[src/hdl/kpl_pkg.sv]
// Shared types, constants and the key decode table of the keypad lock.
// No dependencies; every other file of the block refers to it by scoped names.
package kpl_pkg;

    // default password length in digits
    localparam int CODE_LEN_DEF = 10;

    // queue between decode and execute
    localparam int QUEUE_DEPTH = 2;
    localparam int QPTR_W      = 1;
    localparam int QCNT_W      = 2;

    // key names
    localparam logic [3:0] KEY_A     = 4'hA;
    localparam logic [3:0] KEY_B     = 4'hB;
    localparam logic [3:0] KEY_C     = 4'hC;
    localparam logic [3:0] KEY_D     = 4'hD;
    localparam logic [3:0] KEY_STAR  = 4'hE;
    localparam logic [3:0] KEY_HASH  = 4'hF;
    localparam logic [3:0] KEY_NONE  = 4'h0;

    // marker for a slot that holds no digit
    localparam logic [3:0] EMPTY_SLOT = 4'hF;

    // reset value of the attempt limit
    localparam logic [3:0] ATTEMPT_LIMIT_RST = 4'd3;
    localparam logic [3:0] WRONG_MAX         = 4'd15;

    // led bit positions
    localparam int LED_RED   = 0;
    localparam int LED_GREEN = 1;
    localparam int LED_BLUE  = 2;
    localparam int LED_ALARM = 3;

    // input command codes
    localparam logic CMD_KEY   = 1'b0;
    localparam logic CMD_RESET = 1'b1;

    // classified operation carried from decode to execute
    typedef enum logic [2:0] {
        OP_RESET  = 3'd0,
        OP_RECORD = 3'd1,
        OP_COMMIT = 3'd2,
        OP_GUESS  = 3'd3,
        OP_CHECK  = 3'd4,
        OP_DIGIT  = 3'd5,
        OP_IGNORE = 3'd6
    } op_t;

    // one queued word
    typedef struct packed {
        op_t        op;
        logic [3:0] key;
    } qword_t;

    // row-major encoder position to key name
    localparam logic [3:0] KEY_MAP [16] = '{
        4'h1, 4'h2, 4'h3, 4'hA,
        4'h4, 4'h5, 4'h6, 4'hB,
        4'h7, 4'h8, 4'h9, 4'hC,
        4'hE, 4'h0, 4'hF, 4'hD
    };

endpackage

[src/hdl/kpl_front.sv]
// Front end of the keypad lock: takes input words, decodes the key and classifies it.
// Depends on kpl_pkg for the key table, the operation codes and the queue word type.
module kpl_front (
    input  logic             in_valid,
    output logic             in_ready,
    input  logic             cmd,
    input  logic [3:0]       raw_code,
    input  logic             q_full,
    output logic             q_push,
    output kpl_pkg::qword_t  q_word
);

    logic [3:0] key;

    // accept whenever the queue has room
    assign in_ready = !q_full;
    assign q_push   = in_valid && !q_full;

    // key decode
    assign key = (cmd == kpl_pkg::CMD_RESET) ? kpl_pkg::KEY_NONE : kpl_pkg::KEY_MAP[raw_code];

    // classify into an operation
    always_comb
    begin
        q_word.key = key;
        if (cmd == kpl_pkg::CMD_RESET)
        begin
            q_word.op = kpl_pkg::OP_RESET;
        end
        else
        begin
            unique case (key)
                kpl_pkg::KEY_A:    q_word.op = kpl_pkg::OP_RECORD;
                kpl_pkg::KEY_B:    q_word.op = kpl_pkg::OP_COMMIT;
                kpl_pkg::KEY_C:    q_word.op = kpl_pkg::OP_GUESS;
                kpl_pkg::KEY_D:    q_word.op = kpl_pkg::OP_CHECK;
                kpl_pkg::KEY_STAR: q_word.op = kpl_pkg::OP_IGNORE;
                kpl_pkg::KEY_HASH: q_word.op = kpl_pkg::OP_IGNORE;
                default:           q_word.op = kpl_pkg::OP_DIGIT;
            endcase
        end
    end

endmodule

[src/hdl/kpl_queue.sv]
// Two-entry queue of classified words between the front and back ends.
// Depends on kpl_pkg for the word type and the queue sizes.
module kpl_queue (
    input  logic             clk,
    input  logic             rst_n,
    input  logic             push,
    input  kpl_pkg::qword_t  push_word,
    output logic             full,
    input  logic             pop,
    output logic             valid,
    output kpl_pkg::qword_t  pop_word
);

    kpl_pkg::qword_t                 mem_reg [kpl_pkg::QUEUE_DEPTH];
    logic [kpl_pkg::QPTR_W-1:0]      wr_ptr_reg, wr_ptr_next;
    logic [kpl_pkg::QPTR_W-1:0]      rd_ptr_reg, rd_ptr_next;
    logic [kpl_pkg::QCNT_W-1:0]      count_reg, count_next;

    assign full     = (count_reg == kpl_pkg::QCNT_W'(kpl_pkg::QUEUE_DEPTH));
    assign valid    = (count_reg != '0);
    assign pop_word = mem_reg[rd_ptr_reg];

    // pointer and count update
    always_comb
    begin
        wr_ptr_next = push ? wr_ptr_reg + 1'b1 : wr_ptr_reg;
        rd_ptr_next = pop  ? rd_ptr_reg + 1'b1 : rd_ptr_reg;
        count_next  = count_reg;
        if (push && !pop)
        begin
            count_next = count_reg + 1'b1;
        end
        else if (pop && !push)
        begin
            count_next = count_reg - 1'b1;
        end
    end

    always_ff @(posedge clk or negedge rst_n)
    begin
        if (!rst_n)
        begin
            wr_ptr_reg <= '0;
            rd_ptr_reg <= '0;
            count_reg  <= '0;
        end
        else
        begin
            wr_ptr_reg <= wr_ptr_next;
            rd_ptr_reg <= rd_ptr_next;
            count_reg  <= count_next;
        end
    end

    // storage
    always_ff @(posedge clk)
    begin
        if (push)
        begin
            mem_reg[wr_ptr_reg] <= push_word;
        end
    end

endmodule

[src/hdl/kpl_back.sv]
// Back end of the keypad lock: executes queued operations and holds the result word.
// Depends on kpl_pkg for operation codes, key names and led positions.
module kpl_back #(
    parameter int CODE_LEN = kpl_pkg::CODE_LEN_DEF
) (
    input  logic             clk,
    input  logic             rst_n,
    input  logic             q_valid,
    input  kpl_pkg::qword_t  q_word,
    output logic             q_pop,
    input  logic             cfg_valid,
    output logic             cfg_ready,
    input  logic [3:0]       cfg_data,
    output logic             out_valid,
    input  logic             out_ready,
    output logic             red_led,
    output logic             green_led,
    output logic             blue_led,
    output logic             alarm_led,
    output logic             lock_state,
    output logic [3:0]       key_name,
    output logic             key_taken
);

    localparam int CNT_W = $clog2(CODE_LEN + 1);
    localparam int IDX_W = (CODE_LEN > 1) ? $clog2(CODE_LEN) : 1;

    logic [3:0]       stored_reg [CODE_LEN];
    logic [3:0]       stored_next [CODE_LEN];
    logic [3:0]       entry_reg [CODE_LEN];
    logic [3:0]       entry_next [CODE_LEN];
    logic [CNT_W-1:0] slot_reg, slot_next, slot_inc;
    logic [3:0]       wrong_reg, wrong_next;
    logic             rec_reg, rec_next;
    logic             guess_reg, guess_next;
    logic             locked_reg, locked_next;
    logic             alarm_reg, alarm_next;
    logic [3:0]       led_reg, led_next;
    logic [3:0]       limit_reg;
    logic             taken_next;
    logic             match;
    logic             commit;
    logic             out_valid_reg;
    logic [3:0]       out_led_reg;
    logic             out_lock_reg;
    logic [3:0]       out_key_reg;
    logic             out_taken_reg;

    // take a word when the result register is free or being drained
    assign q_pop     = q_valid && (!out_valid_reg || out_ready);
    assign cfg_ready = 1'b1;
    assign slot_inc  = slot_reg + 1'b1;

    // all-slot compare
    always_comb
    begin
        match = 1'b1;
        for (int k = 0; k < CODE_LEN; k++)
        begin
            if (stored_reg[k] != entry_reg[k])
            begin
                match = 1'b0;
            end
        end
    end

    // operation execute
    always_comb
    begin
        stored_next = stored_reg;
        entry_next  = entry_reg;
        slot_next   = slot_reg;
        wrong_next  = wrong_reg;
        rec_next    = rec_reg;
        guess_next  = guess_reg;
        locked_next = locked_reg;
        alarm_next  = alarm_reg;
        led_next    = led_reg;
        taken_next  = (q_word.op != kpl_pkg::OP_RESET) && !alarm_reg;
        commit      = 1'b0;
        if (q_word.op == kpl_pkg::OP_RESET)
        begin
            alarm_next  = 1'b0;
            locked_next = 1'b0;
            guess_next  = 1'b0;
            rec_next    = 1'b0;
            wrong_next  = '0;
            slot_next   = '0;
            led_next    = '0;
        end
        else if (!alarm_reg)
        begin
            unique case (q_word.op)
                kpl_pkg::OP_RECORD:
                begin
                    if (!locked_reg)
                    begin
                        for (int k = 0; k < CODE_LEN; k++)
                        begin
                            entry_next[k] = kpl_pkg::EMPTY_SLOT;
                        end
                        rec_next  = 1'b1;
                        slot_next = '0;
                        led_next  = led_reg & (4'd1 << kpl_pkg::LED_ALARM);
                    end
                end
                kpl_pkg::OP_COMMIT:
                begin
                    commit = !locked_reg;
                end
                kpl_pkg::OP_GUESS:
                begin
                    for (int k = 0; k < CODE_LEN; k++)
                    begin
                        entry_next[k] = kpl_pkg::EMPTY_SLOT;
                    end
                    guess_next = 1'b1;
                    slot_next  = '0;
                    led_next   = led_reg & (4'd1 << kpl_pkg::LED_ALARM);
                end
                kpl_pkg::OP_CHECK:
                begin
                    if (guess_reg)
                    begin
                        guess_next  = 1'b0;
                        slot_next   = '0;
                        locked_next = !match;
                        led_next    = led_reg & (4'd1 << kpl_pkg::LED_ALARM);
                        if (!match)
                        begin
                            led_next[kpl_pkg::LED_RED] = 1'b1;
                            if (wrong_reg != kpl_pkg::WRONG_MAX)
                            begin
                                wrong_next = wrong_reg + 1'b1;
                            end
                        end
                        else
                        begin
                            led_next[kpl_pkg::LED_GREEN] = 1'b1;
                            wrong_next = '0;
                        end
                        if (wrong_next >= limit_reg)
                        begin
                            led_next[kpl_pkg::LED_ALARM] = 1'b1;
                            alarm_next = 1'b1;
                        end
                    end
                end
                kpl_pkg::OP_DIGIT:
                begin
                    if ((rec_reg || guess_reg) && (slot_reg < CNT_W'(CODE_LEN)))
                    begin
                        entry_next[slot_reg[IDX_W-1:0]] = q_word.key;
                        slot_next = slot_inc;
                        // last digit of a recording commits it
                        commit = rec_reg && (slot_inc == CNT_W'(CODE_LEN));
                    end
                end
                kpl_pkg::OP_IGNORE:
                begin
                end
                default:
                begin
                end
            endcase
        end
        if (commit)
        begin
            stored_next = entry_next;
            led_next    = led_reg & (4'd1 << kpl_pkg::LED_ALARM);
            led_next[kpl_pkg::LED_BLUE] = 1'b1;
            rec_next    = 1'b0;
            locked_next = 1'b1;
        end
    end

    // lock state
    always_ff @(posedge clk or negedge rst_n)
    begin
        if (!rst_n)
        begin
            for (int k = 0; k < CODE_LEN; k++)
            begin
                stored_reg[k] <= '0;
                entry_reg[k]  <= '0;
            end
            slot_reg   <= '0;
            wrong_reg  <= '0;
            rec_reg    <= 1'b0;
            guess_reg  <= 1'b0;
            locked_reg <= 1'b0;
            alarm_reg  <= 1'b0;
            led_reg    <= '0;
        end
        else if (q_pop)
        begin
            stored_reg <= stored_next;
            entry_reg  <= entry_next;
            slot_reg   <= slot_next;
            wrong_reg  <= wrong_next;
            rec_reg    <= rec_next;
            guess_reg  <= guess_next;
            locked_reg <= locked_next;
            alarm_reg  <= alarm_next;
            led_reg    <= led_next;
        end
    end

    // attempt limit register
    always_ff @(posedge clk or negedge rst_n)
    begin
        if (!rst_n)
        begin
            limit_reg <= kpl_pkg::ATTEMPT_LIMIT_RST;
        end
        else if (cfg_valid)
        begin
            limit_reg <= cfg_data;
        end
    end

    // result word register
    always_ff @(posedge clk or negedge rst_n)
    begin
        if (!rst_n)
        begin
            out_valid_reg <= 1'b0;
        end
        else if (q_pop)
        begin
            out_valid_reg <= 1'b1;
        end
        else if (out_ready)
        begin
            out_valid_reg <= 1'b0;
        end
    end

    always_ff @(posedge clk)
    begin
        if (q_pop)
        begin
            out_led_reg   <= led_next;
            out_lock_reg  <= locked_next;
            out_key_reg   <= q_word.key;
            out_taken_reg <= taken_next;
        end
    end

    assign out_valid  = out_valid_reg;
    assign red_led    = out_led_reg[kpl_pkg::LED_RED];
    assign green_led  = out_led_reg[kpl_pkg::LED_GREEN];
    assign blue_led   = out_led_reg[kpl_pkg::LED_BLUE];
    assign alarm_led  = out_led_reg[kpl_pkg::LED_ALARM];
    assign lock_state = out_lock_reg;
    assign key_name   = out_key_reg;
    assign key_taken  = out_taken_reg;

    // alarm led follows the alarm flag exactly
    a_alarm_led: assert property (@(posedge clk) disable iff (!rst_n)
        led_reg[kpl_pkg::LED_ALARM] == alarm_reg)
        else $error("alarm led out of step with alarm flag");

    // slot index never passes the password length
    a_slot_range: assert property (@(posedge clk) disable iff (!rst_n)
        slot_reg <= CNT_W'(CODE_LEN))
        else $error("slot index beyond password length");

    // red and green never lit together
    a_led_excl: assert property (@(posedge clk) disable iff (!rst_n)
        !(led_reg[kpl_pkg::LED_RED] && led_reg[kpl_pkg::LED_GREEN]))
        else $error("red and green leds both on");

    // a result that waits is not overwritten
    a_no_overwrite: assert property (@(posedge clk) disable iff (!rst_n)
        (out_valid_reg && !out_ready) |=> (out_valid_reg && $stable(out_key_reg)))
        else $error("pending result word lost");

    // an alarm only rises on a guess check
    a_alarm_cause: assert property (@(posedge clk) disable iff (!rst_n)
        $rose(alarm_reg) |-> $past(q_pop && (q_word.op == kpl_pkg::OP_CHECK)))
        else $error("alarm raised outside a guess check");

endmodule

[src/hdl/keypad_password_lock.sv]
// Keypad password lock: decodes keypad words, keeps the password and drives the leds.
// Top level; depends on kpl_pkg, kpl_front, kpl_queue and kpl_back.
//
// One input word (a keypad press or a reset-button event) gives one result word.
// A word is decoded and classified in the cycle it is accepted, waits in a
// two-entry queue, and is executed by the back end, whose compare and copy
// over all password slots run in parallel; each word passes the queue and then
// the result register, so the result appears in the cycle after the word leaves
// the queue. The block sustains one word per cycle while results are taken, and
// a stalled result lets up to two more words be accepted before input ready drops.
// The attempt limit is written through the cfg channel, which is always ready.
module keypad_password_lock #(
    parameter int CODE_LEN = kpl_pkg::CODE_LEN_DEF
) (
    input  logic       clk,
    input  logic       rst_n,
    input  logic       in_valid,
    output logic       in_ready,
    input  logic       cmd,
    input  logic [3:0] raw_code,
    input  logic       cfg_valid,
    output logic       cfg_ready,
    input  logic [3:0] cfg_data,
    output logic       out_valid,
    input  logic       out_ready,
    output logic       red_led,
    output logic       green_led,
    output logic       blue_led,
    output logic       alarm_led,
    output logic       lock_state,
    output logic [3:0] key_name,
    output logic       key_taken
);

    logic             q_full;
    logic             q_push;
    logic             q_pop;
    logic             q_valid;
    kpl_pkg::qword_t  push_word;
    kpl_pkg::qword_t  pop_word;

    // decode and classify
    kpl_front u_front (
        .in_valid (in_valid),
        .in_ready (in_ready),
        .cmd      (cmd),
        .raw_code (raw_code),
        .q_full   (q_full),
        .q_push   (q_push),
        .q_word   (push_word)
    );

    // decoupling queue
    kpl_queue u_queue (
        .clk       (clk),
        .rst_n     (rst_n),
        .push      (q_push),
        .push_word (push_word),
        .full      (q_full),
        .pop       (q_pop),
        .valid     (q_valid),
        .pop_word  (pop_word)
    );

    // execute and result register
    kpl_back #(
        .CODE_LEN (CODE_LEN)
    ) u_back (
        .clk        (clk),
        .rst_n      (rst_n),
        .q_valid    (q_valid),
        .q_word     (pop_word),
        .q_pop      (q_pop),
        .cfg_valid  (cfg_valid),
        .cfg_ready  (cfg_ready),
        .cfg_data   (cfg_data),
        .out_valid  (out_valid),
        .out_ready  (out_ready),
        .red_led    (red_led),
        .green_led  (green_led),
        .blue_led   (blue_led),
        .alarm_led  (alarm_led),
        .lock_state (lock_state),
        .key_name   (key_name),
        .key_taken  (key_taken)
    );

endmodule
[config.mk]
export PLATFORM = sky130hd
export DESIGN_NAME = keypad_password_lock
export DESIGN_NICKNAME = d
export VERILOG_FILES = /design/src/hdl/kpl_pkg.sv /design/src/hdl/kpl_front.sv /design/src/hdl/kpl_queue.sv /design/src/hdl/kpl_back.sv /design/src/hdl/keypad_password_lock.sv
export SDC_FILE = /design/constraint.sdc
export NUM_CORES = 1
export LEC_CHECK = 0
export BUFFER_PORTS_ARGS = -buffer_cell sky130_fd_sc_hd__buf_2
export CORE_MARGIN = 2
export CORE_UTILIZATION = 35
export CTS_CLUSTER_SIZE = 30
export DETAILED_ROUTE_END_ITERATION = 10
export HOLD_SLACK_MARGIN = 0.05
export PLACE_DENSITY = 0.58
export SYNTH_ARGS = -nofsm -noshare
export SYNTH_HDL_FRONTEND = slang
export SYNTH_SLANG_ARGS = --single-unit
[constraint.sdc]
create_clock -name clk -period 8 [get_ports clk]
set_clock_uncertainty 0.2 [all_clocks]
set_input_delay 0 -clock clk [delete_from_list [all_inputs] [get_ports clk]]
set_output_delay 0 -clock clk [all_outputs]
set_load 0.05 [all_outputs]
== Word-level counts from Yosys, hierarchy flattened ==
Memory sizes are Yosys's and may differ from the RTL's.
Cells that the tools add are included.
Operators by class
  add/sub/neg operators: 6
  magnitude comparators: 5
  equal/unequal tests: 30
  mux-type cells: 76
  bitwise logic cells: 2
  reductions and logical operators: 33
Operators by type and width (number)
  $mux W40: 4
  $pmux W40 S3: 1
  $mux W4: 23
  $bwmux W40: 1
  $ne A4 B4 Y1: 10
  $mux W1: 37
  $eq A4 B4 Y1 const B: 7
  $demux W4 S4: 1
  $pmux W4 S4: 1
  $pmux W3 S5: 1
  $pmux W4 S3: 1
  $ge A5 B5 Y1 const B: 2
  $not A4 Y5: 2
  $reduce_bool A2 Y1: 5
  $ne A3 B3 Y1 const B: 3
  $reduce_bool A3 Y1: 3
  $add A4 B1 Y4 const B: 2
  $logic_and A1 B1 Y1: 8
  $reduce_and A4 Y1: 2
  $logic_not A1 Y1: 7
  $eq A3 B2 Y1 const B: 2
  $eq A3 B3 Y1 const B: 2
  $mux W3: 2
  $ne A3 B1 Y1 const B: 2
  other kinds (19): 23
Word-level totals
  bits in registers: 115
  memory bits (writable): 14
  memory bits (read-only): 64
  input port bits: 14
  output and inout bits: 13
  word-level logic and storage cells: 190
  memories: 2
Memories
  (name not given): words 16, bits a word 4, rd ports 1, clocked after memory_dff 0, write ports 0, line kpl_front.sv:20  | assign key = (cmd == kpl_pkg::CMD_RESET) ? kpl_pkg::KEY_NONE : kpl_pkg::KEY_MAP[raw_code];
  u_queue.mem_reg: words 2, bits a word 7, rd ports 1, clocked after memory_dff 0, write ports 1, line kpl_queue.sv:14  | kpl_pkg::qword_t mem_reg [kpl_pkg::QUEUE_DEPTH];

== Longest topological paths before layout ==
Gate-level depths: netlist of run 1.
  depth after elaboration: 23
  depth in mapped cells: 13
  depth with buffers taken out: 12

== By module ==
A second synthesis of run 1 with hierarchy kept.
Unflattened totals
  cell total of the unflattened synthesis: 661
  area, all modules: 6746.5 µm²
By module, submodules not included
  kpl_back: times used 1, cells each 589, area an instance 5738.0 µm², sequential area each 2830.2 µm²
  kpl_queue: times used 1, cells each 38, area an instance 724.4 µm², sequential area each 520.5 µm²
  kpl_front: times used 1, cells each 34, area an instance 284.0 µm², sequential area each 0.0 µm²

== Worst setup path before layout of run 1 ==
No wires, ideal clock.
  path type: register to register
  from: reg u_back.entry_reg[22] in the netlist's numbering
  to: reg u_back.out_led_reg[3] (data pin)
  library setup time: 0.266 ns
  data arrival time: 2.669 ns
  required time: 7.534 ns
  path slack: 4.866 ns
  cell stages (with the launch flop): 14
  path buffers: 1
  period minus slack after synthesis: 3.134 ns
  cell sequence: dfrtp_1 -> xor2_1 -> nor4_1 -> nand4_1 -> nor4_1 -> clkbuf_1 -> nand2b_1 -> ha_1 -> nand2b_1 -> a21o_1 -> a21o_1 -> a21o_1 -> a21oi_1 -> nor2_1
On the way
  word-level cells in the longest chain between the ends: 19
RTL lines
  start, declared: line kpl_back.sv:30  | logic [3:0] entry_reg [CODE_LEN];
  start signal, assigned: line kpl_back.sv:198  | entry_reg <= entry_next;
  $ne A4 B4 Y1: line kpl_back.sv:60  | if (stored_reg[k] != entry_reg[k])
  $mux W1 (6 in a row): line kpl_back.sv:60
  $mux W4: line kpl_back.sv:129  | if (!match)
  $mux W4: line kpl_back.sv:123  | if (guess_reg)
  $mux W4: line kpl_back.sv:93  | unique case (q_word.op)
  $mux W4: line kpl_back.sv:91  | else if (!alarm_reg)
  $mux W4: line kpl_back.sv:81  | if (q_word.op == kpl_pkg::OP_RESET)
  $ge A4 B4 Y1: line kpl_back.sv:142  | if (wrong_next >= limit_reg)
  $mux W1: line kpl_back.sv:142
  $mux W4: line kpl_back.sv:123
  $pmux W4 S3: line kpl_back.sv:93
  $mux W4: line kpl_back.sv:91
  $mux W4: line kpl_back.sv:81
  $mux W4: line kpl_back.sv:167  | if (commit)
  via u_back.led_next[3]: line kpl_back.sv:38  | logic [3:0] led_reg, led_next;
  end signal, assigned: line kpl_back.sv:243  | out_led_reg <= led_next;
  end, declared: line kpl_back.sv:44  | logic [3:0] out_led_reg;
The timed path passes the listed nets, and every way through them passes these cells. The select of a mux whose other input is x is not followed.
A chain may end at the register's enable or synchronous reset.

== Worst setup path in the final report of run 1 ==
  from: reg u_queue.rd_ptr_reg
  to: reg u_back.stored_reg[20] in the netlist's numbering
On the way
  word-level cells in the longest chain between the ends: 6
  elaborated cells between the ends (all ways): 15
  those cells by class: eq/ne (4); mux (8); reduce/logical (2); memory (1)
RTL lines
  start, declared: line kpl_queue.sv:16  | logic [kpl_pkg::QPTR_W-1:0] rd_ptr_reg, rd_ptr_next;
  start signal, assigned: line kpl_queue.sv:50  | rd_ptr_reg <= rd_ptr_next;
  $mem_v2 Z2 W7 *
  $eq A3 B3 Y1 (tied with other cells): line kpl_back.sv:93
  $pmux W1 S2 or $mux W40 (tied branches): line kpl_back.sv:93, kpl_back.sv:151
  $mux W1 or $pmux W40 S3 (tied branches): line kpl_back.sv:91, kpl_back.sv:93
  $mux W1 or $mux W40 (tied branches): line kpl_back.sv:81, kpl_back.sv:91
  $reduce_and A2 Y1 (no source line) or $mux W40 (tied branches)
  end signal, assigned: line kpl_back.sv:197  | stored_reg <= stored_next;
  end, declared: line kpl_back.sv:28  | logic [3:0] stored_reg [CODE_LEN];
Every way passes the cells marked *; elsewhere a longest branch is shown, timed or not.

==> impl_metrics.yaml, run 1 <==
global_route:
  grt_pass1_vias: 5907
  grt_max_degree: 72
  antenna_found_initial: 0
  track_usage_pct: 16.6
  grt_first_pass_wirelength_um: 31300
  gr-total-overflow: 0
sta:
  relSlewSlack_pct: 26.3
  max_freq_mhz: 282
  slew_viol_final: 0
  fin_ws_ns: 4.46
  hold_violations: 0
  finalCritPeriodShare_pct: 44.3
  rsz0062_at_grt: "no"
  tns_ns: 0
  min_period_ns: 3.54
  worstMarginPinSlew_ns: 1.10
  finalSetupViolations: 0
clocking:
  hold_buffers: 23
  root_buffer: "clkbuf_16"
  cts-resized-gates: 0
  clockBufferDepth: 2
  clk_latency_ns: 0.42
  clkSinkCount: 129
  htreeDepth: 4
  cts_setup_buffers: 0
  cts_buffers: 17
  cts_tree: "done"
  clkTransAtPathRegs_ns: 0.06
placed_design:
  dp.cells: 1113
  dp_hpwl_um: 11000
  pre_cts_ws_ns: 4.43
  placed_cell_area_um2: 8170
  place_congestion: 0.789
  io_buffers: 25
logic_synthesis:
  synth_area_um2: 7760
  postSynth.asyncResetShare_pct: 81.4
  synth-xor-area-share_pct: 5.31
  synthAdderAreaFrac_pct: 2.42
  synth_warnings: 0
  syn_avg_cell_area_um2: 9.21
  synth_seq_cells: 129
  synth_compound_area_share_pct: 15.2
  ys_seq_area_share_pct: 43.2
  synth_top_area_share_pct: 33.2
  syn_nets: 871
  synth_edf_count: 24
  synth.distinct_cells: 62
  synth_area_leaders: "dfrtp_1 (33%), edfxtp_1 (9.3%), mux2_4 (7.4%), nor2_1 (7.0%), nand2_1 (4.8%)"
  syn_inst: 842
  synthMuxAreaShare_pct: 9.66
  synth_top_family_by_area: "simple AND/OR/NAND/NOR gates"
  synthFlopType: "dfrtp_1"
  synth_area_leader_cell: "dfrtp_1"
  yosys.area_share.simple_pct: 20.3
drt:
  ant_nets: 0
  vias: 6129
  viasPerCell: 5.25
  wl_um: 18800
  drt_iter0_drc: 406
  drc_errors: 0
  dr.pass1.iters: 5
  post_drt_wl_per_cell_um: 16.1
finish:
  antennaDiodeCount: 0
  layout.nets: 904
  synthToLayoutAreaGrowth_pct: 16.1
  layout_commonest_cell: "nor2_1"
  final_util_pct: 41.4
  final_cell_mix: "nor2_1 (144), dfrtp_1 (103), nand2_1 (99), o21ai_0 (50), a31oi_1 (45)"
  final_area_um2: 9010
  drive_gt1_share_pct: 19.8
  finalNonFillerCells: 1168
worst_setup_path:
  path_max_fanout: 46
  cp-start-kind: "flip-flop"
  worstSetupPathType: "reg -> reg"
  worstPathRequired_ns: 8.11
  cp_data_arrival_time_ns: 3.65
  worst_setup_path_end_kind: "flip-flop"
floorplanning:
  die_w_um: 153
  start_util_pct: 35.7
  die_area_um2: 23400
  core_um2: 21800
  die_h_um: 153
  ios: 27
  rows: 54
pwr:
  power_density_nw_per_um2: 425
  leakagePower_nw: 3.96
  vdd_drop_max_mv: 0.198
outcome:
  status: "finished clean"
flow_run:
  maxCapViolCount: 0
hold_path:
  hp-class: "in -> reg"
-- cells in the mapped netlist (all sizes together), types with 8 or more instances --
| master | number |
|---|---|
| mux2i | 10 |
| clkbuf | 37 |
| nor4 | 11 |
| ha | 15 |
| nor3 | 10 |
| mux2 | 43 |
| inv | 24 |
| nor2 | 146 |
| or2 | 44 |
| a31oi | 46 |
| edfxtp | 24 |
| buf | 8 |
| nand2 | 100 |
| dfrtp | 103 |
| xor2 | 35 |
| a21oi | 15 |
| o31ai | 43 |
| xnor2 | 12 |
| o21ai | 52 |
-- metrics by stage --
step	hold slack, ns	total power, mW
final	0.178	3.83
after detailed placement	-0.126	3.03
after global routing	0.201	4.13
after floorplan	-0.496	2.61
after global placement	-0.126	2.99
after CTS	0.143	3.85
-- path summary, 6_finish.rpt --
kind                                    start  slack [ns]  cells past startpoint                    end
hold reg to reg             u_back.led_reg[0]        0.29                      1      u_back.led_reg[0]
hold / removal                      cfg_valid        0.18                      3    u_back.limit_reg[1]
max in group asynchronous               rst_n        6.34                      4  u_back.stored_reg[39]
setup reg to reg           u_queue.rd_ptr_reg        4.46                      8  u_back.stored_reg[20]
setup / recovery           u_queue.rd_ptr_reg        4.46                      8  u_back.stored_reg[20]
min in group asynchronous               rst_n        0.46                      3    u_back.limit_reg[0]
-- report_power, final --
part	internal, mW	leakage [nW]	switching [mW]
registers	0.975	1.52	0.292
clock network	0.486	0.276	0.303
logic	0.750	2.16	1.02
-- routing by layer --
layer | routed length [µm] | vias up | track usage (%)
met3 | 876 | 18 | 3.35
met2 | 8550 | 143 | 26.0
met5 | 0 | - | 0
li1 | - | 3015 | -
met1 | 9100 | 2953 | 23.4
met4 | 269 | 0 | 4.76
-- area by class of cell --
type | count | area, µm²
tap | 280 | 350
clock buffer | 17 | 425
fill | 2127 | 12700
multi-input combinational | 644 | 4160
clock inverter | 15 | 168
sequential | 129 | 3350
timing repair buffer | 59 | 458
inverter | 24 | 90.1
-- worst max-delay path, cell delays in order (launching register included) --
cell and delay [ns]:
dfrtp_1 0.74, mux2i_1 0.47, a21oi_4 0.04, buf_4 0.31, a32oi_1 0.39, nor2_2 0.08
nand2_2 0.07, buf_4 0.68, mux2_2 0.41
-- cells by family after synthesis --
logic type,Yosys count
AOI/OAI and AO/OA,179
adders and majority gates,15
xor gates and xnor gates,47
DFF,129
buffers and inverters,69
and+or+nand+nor,348
muxes,54
other,1
Power figures use the tool's default switching activity.
==> run 2: changes to the inputs <==
ABC_AREA = 1   (was default)
PLACE_DENSITY = 0.6   (was 0.58)
clock period = 2.9 ns   (was 8 ns; I/O delays follow)
==> run 2 against run 1 <==
  * Combinational power grew to 3.3 times the previous value
  * Critical path type unchanged
  * Fmax is 26% higher
  * Design area grew 2.2%
  * Die area down 0.33%
  * Non-clock buffer count increased by 21
  * Critical endpoint is now u_back.out_led_reg[3]
==> impl_metrics.yaml, run 2 <==
logic_synthesis:
  synth_area_um2: 7730
  synth_area_leader_cell: "dfrtp_1"
  synth_area_leaders: "dfrtp_1 (33%), nand2_1 (22%), edfxtp_1 (9.3%), inv_1 (5.6%), nand3_1 (4.3%)"
  synthTopCellsByCount: "nand2_1 (454), inv_1 (115), dfrtp_1 (103), nand3_1 (67), o21ai_0 (49)"
  synth_most_common_cell: "nand2_1"
  syn_avg_cell_area_um2: 7.21
  ys_seq_area_share_pct: 43.3
  synth.distinct_cells: 43
  synth_edf_count: 24
  synthFlopType: "dfrtp_1"
  postSynth.asyncResetShare_pct: 81.4
  syn_inst: 1073
  synth_warnings: 0
  synth_seq_cells: 129
  synth_top_area_share_pct: 33.3
  syn_nets: 1102
drt:
  drt_iter0_drc: 417
  wl_um: 20300
  post_drt_wl_per_cell_um: 14.2
  ant_nets: 0
  vias: 6938
  viasPerCell: 4.88
  drc_errors: 0
  dr.pass1.iters: 6
finish:
  final_util_pct: 42.3
  synthToLayoutAreaGrowth_pct: 19.1
  final_area_um2: 9210
  layout_commonest_cell: "nand2_1"
  layout.nets: 1159
  drive_gt1_share_pct: 12.4
  antennaDiodeCount: 0
  final_cell_mix: "nand2_1 (450), inv_1 (110), dfrtp_1 (102), nand3_1 (66), o21ai_0 (46)"
floorplanning:
  start_util_pct: 35.5
  die_area_um2: 23300
  rows: 54
  ios: 27
  die_h_um: 153
  core_um2: 21800
  die_w_um: 153
sta:
  finalCritPeriodShare_pct: 97.1
  tns_ns: 0
  finalSetupViolations: 0
  rsz0062_at_grt: "yes"
  max_freq_mhz: 355
  hold_violations: 0
  hold_slack_ns: 0.104
  slew_viol_final: 0
  min_period_ns: 2.82
  worstMarginPinSlew_ns: 0.875
  relSlewSlack_pct: 41.0
global_route:
  grt_max_degree: 55
  antenna_found_initial: 0
  grt_first_pass_wirelength_um: 33500
  grt_pass1_vias: 6652
  track_usage_pct: 17.8
  gr-total-overflow: 0
worst_setup_path:
  cp_data_arrival_time_ns: 2.80
  worstSetupPathType: "reg -> reg"
  cp-start-kind: "flip-flop"
  worst_setup_path_end_kind: "flip-flop"
  timing.rr.start: "u_back.entry_reg[21]"
  r2r_slack_ns: 0.08
  worstPathRequired_ns: 2.88
  ff2ff_path_depth: 20
  rr_endpoint: "u_back.out_led_reg[3]"
  path_max_fanout: 5
outcome:
  status: "finished clean"
hold_path:
  hold_end: "u_back.out_valid"
  hold_depth: 3
  hp-start: "out_ready"
  hp-class: "in -> reg"
clocking:
  clockBufferDepth: 2
  root_buffer: "clkbuf_16"
  cts_tree: "done"
  clkTransAtPathRegs_ns: 0.06
  clk_latency_ns: 0.43
  cts_buffers: 17
  clkSinkCount: 129
  htreeDepth: 4
placed_design:
  dp_hpwl_um: 12600
  placed_cell_area_um2: 8190
  place_congestion: 0.796
  io_buffers: 25
pwr:
  vdd_drop_max_mv: 0.511
  leakagePower_nw: 4.58
  power_density_nw_per_um2: 1220
flow_run:
  maxCapViolCount: 0
[run 2: cell count changes in the layout (fill, tap and decap cells not counted), moves of 42 or more]
cell	previous run	this run
nand2_1	99	450
nand3_1	6	66
nor2_1	144	31
a31oi_1	45	2
inv_1	22	110
o31ai_1	43	1
[run 2: cell type report]
type / count / area, µm²
clock buffer: 17 / 425
clock inverter: 15 / 170
fill: 2215 / 12600
inverter: 123 / 464
multi-input combinational: 779 / 3810
sequential: 129 / 3350
tap: 280 / 350
timing repair buffer: 80 / 628
[run 2: worst max-delay path by stage]
stage / from / endpoint / slack (ns)
4_1_cts: u_back.entry_reg[11] / u_back.out_led_reg[3] / 0.04
3_3_place_gp: u_back.entry_reg[11] / u_back.out_led_reg[3] / -0.08
3_5_place_dp: u_back.entry_reg[11] / u_back.out_led_reg[3] / -0.11
6_report: u_back.entry_reg[21] / u_back.out_led_reg[3] / 0.08
5_1_grt: u_back.entry_reg[20] / u_back.out_led_reg[3] / -0.1
2_1_floorplan: u_back.wrong_reg[0] / u_back.out_led_reg[3] / 0.48
[run 2: per-stage QoR]
step	setup WS [ns]	power [mW]	std cells
after global placement	-0.0787	8.75	1358
final	0.0832	11.2	1423
after global routing	-0.0991	12.2	1423
after CTS	0.0351	11.1	1414
after detailed placement	-0.109	8.84	1358
after floorplan	0.482	7.43	1073
[run 2: what timing repair did]
| item | 4_1_cts | 5_1_grt |
|---|---|---|
| setup buffers | 0 | 9 |
| hold buffers | 24 | 0 |
| gates resized for setup | 3 | 31 |
| pin swaps | 0 | 12 |
| setup endpoints to repair | 2 | 17 |
| hold endpoints to repair | 92 | 0 |
[run 2: routing by layer]
layer  wire (µm)  vias up  GRT usage (%)
met5           0        -              0
met4         243        0           5.51
met3         926       18           2.84
met2        9660      150           29.5
met1        9430     3258           23.9
li1            -     3512              -
[run 2: logic make-up after synthesis]
kind of cell	Yosys count	synth area share (%)
simple gates	583	30.4
fa+ha+maj	15	2.43
xor+xnor	30	3.40
mux	1	0.146
other cells	1	0.0485
buf+inv	165	8.85
compound gates	149	11.4
flops	129	43.3
[run 2: critical path: stages, from the launching register on]
cell      delay (ns)
dfrtp_1         0.36
inv_2           0.04
buf_4           0.14
nand2_1         0.06
nand2_1         0.05
nor2_1          0.08
nand2_1         0.09
nor2_4          0.12
nand2_2         0.08
nor2_4          0.17
nand2_4         0.10
nand3_4         0.08
ha_4            0.20
inv_1           0.05
nand2_1         0.06
a21oi_2         0.13
o21bai_1        0.10
a21oi_1         0.18
nor2_2          0.08
a21oi_2         0.16
nor2_1          0.06
[run 2: where the power goes]
part | total [mW] | internal [mW] | switching (mW)
Clock | 2.18 | 1.29 | 0.891
Combinational | 5.83 | 1.96 | 3.86
Sequential | 3.23 | 2.69 | 0.539
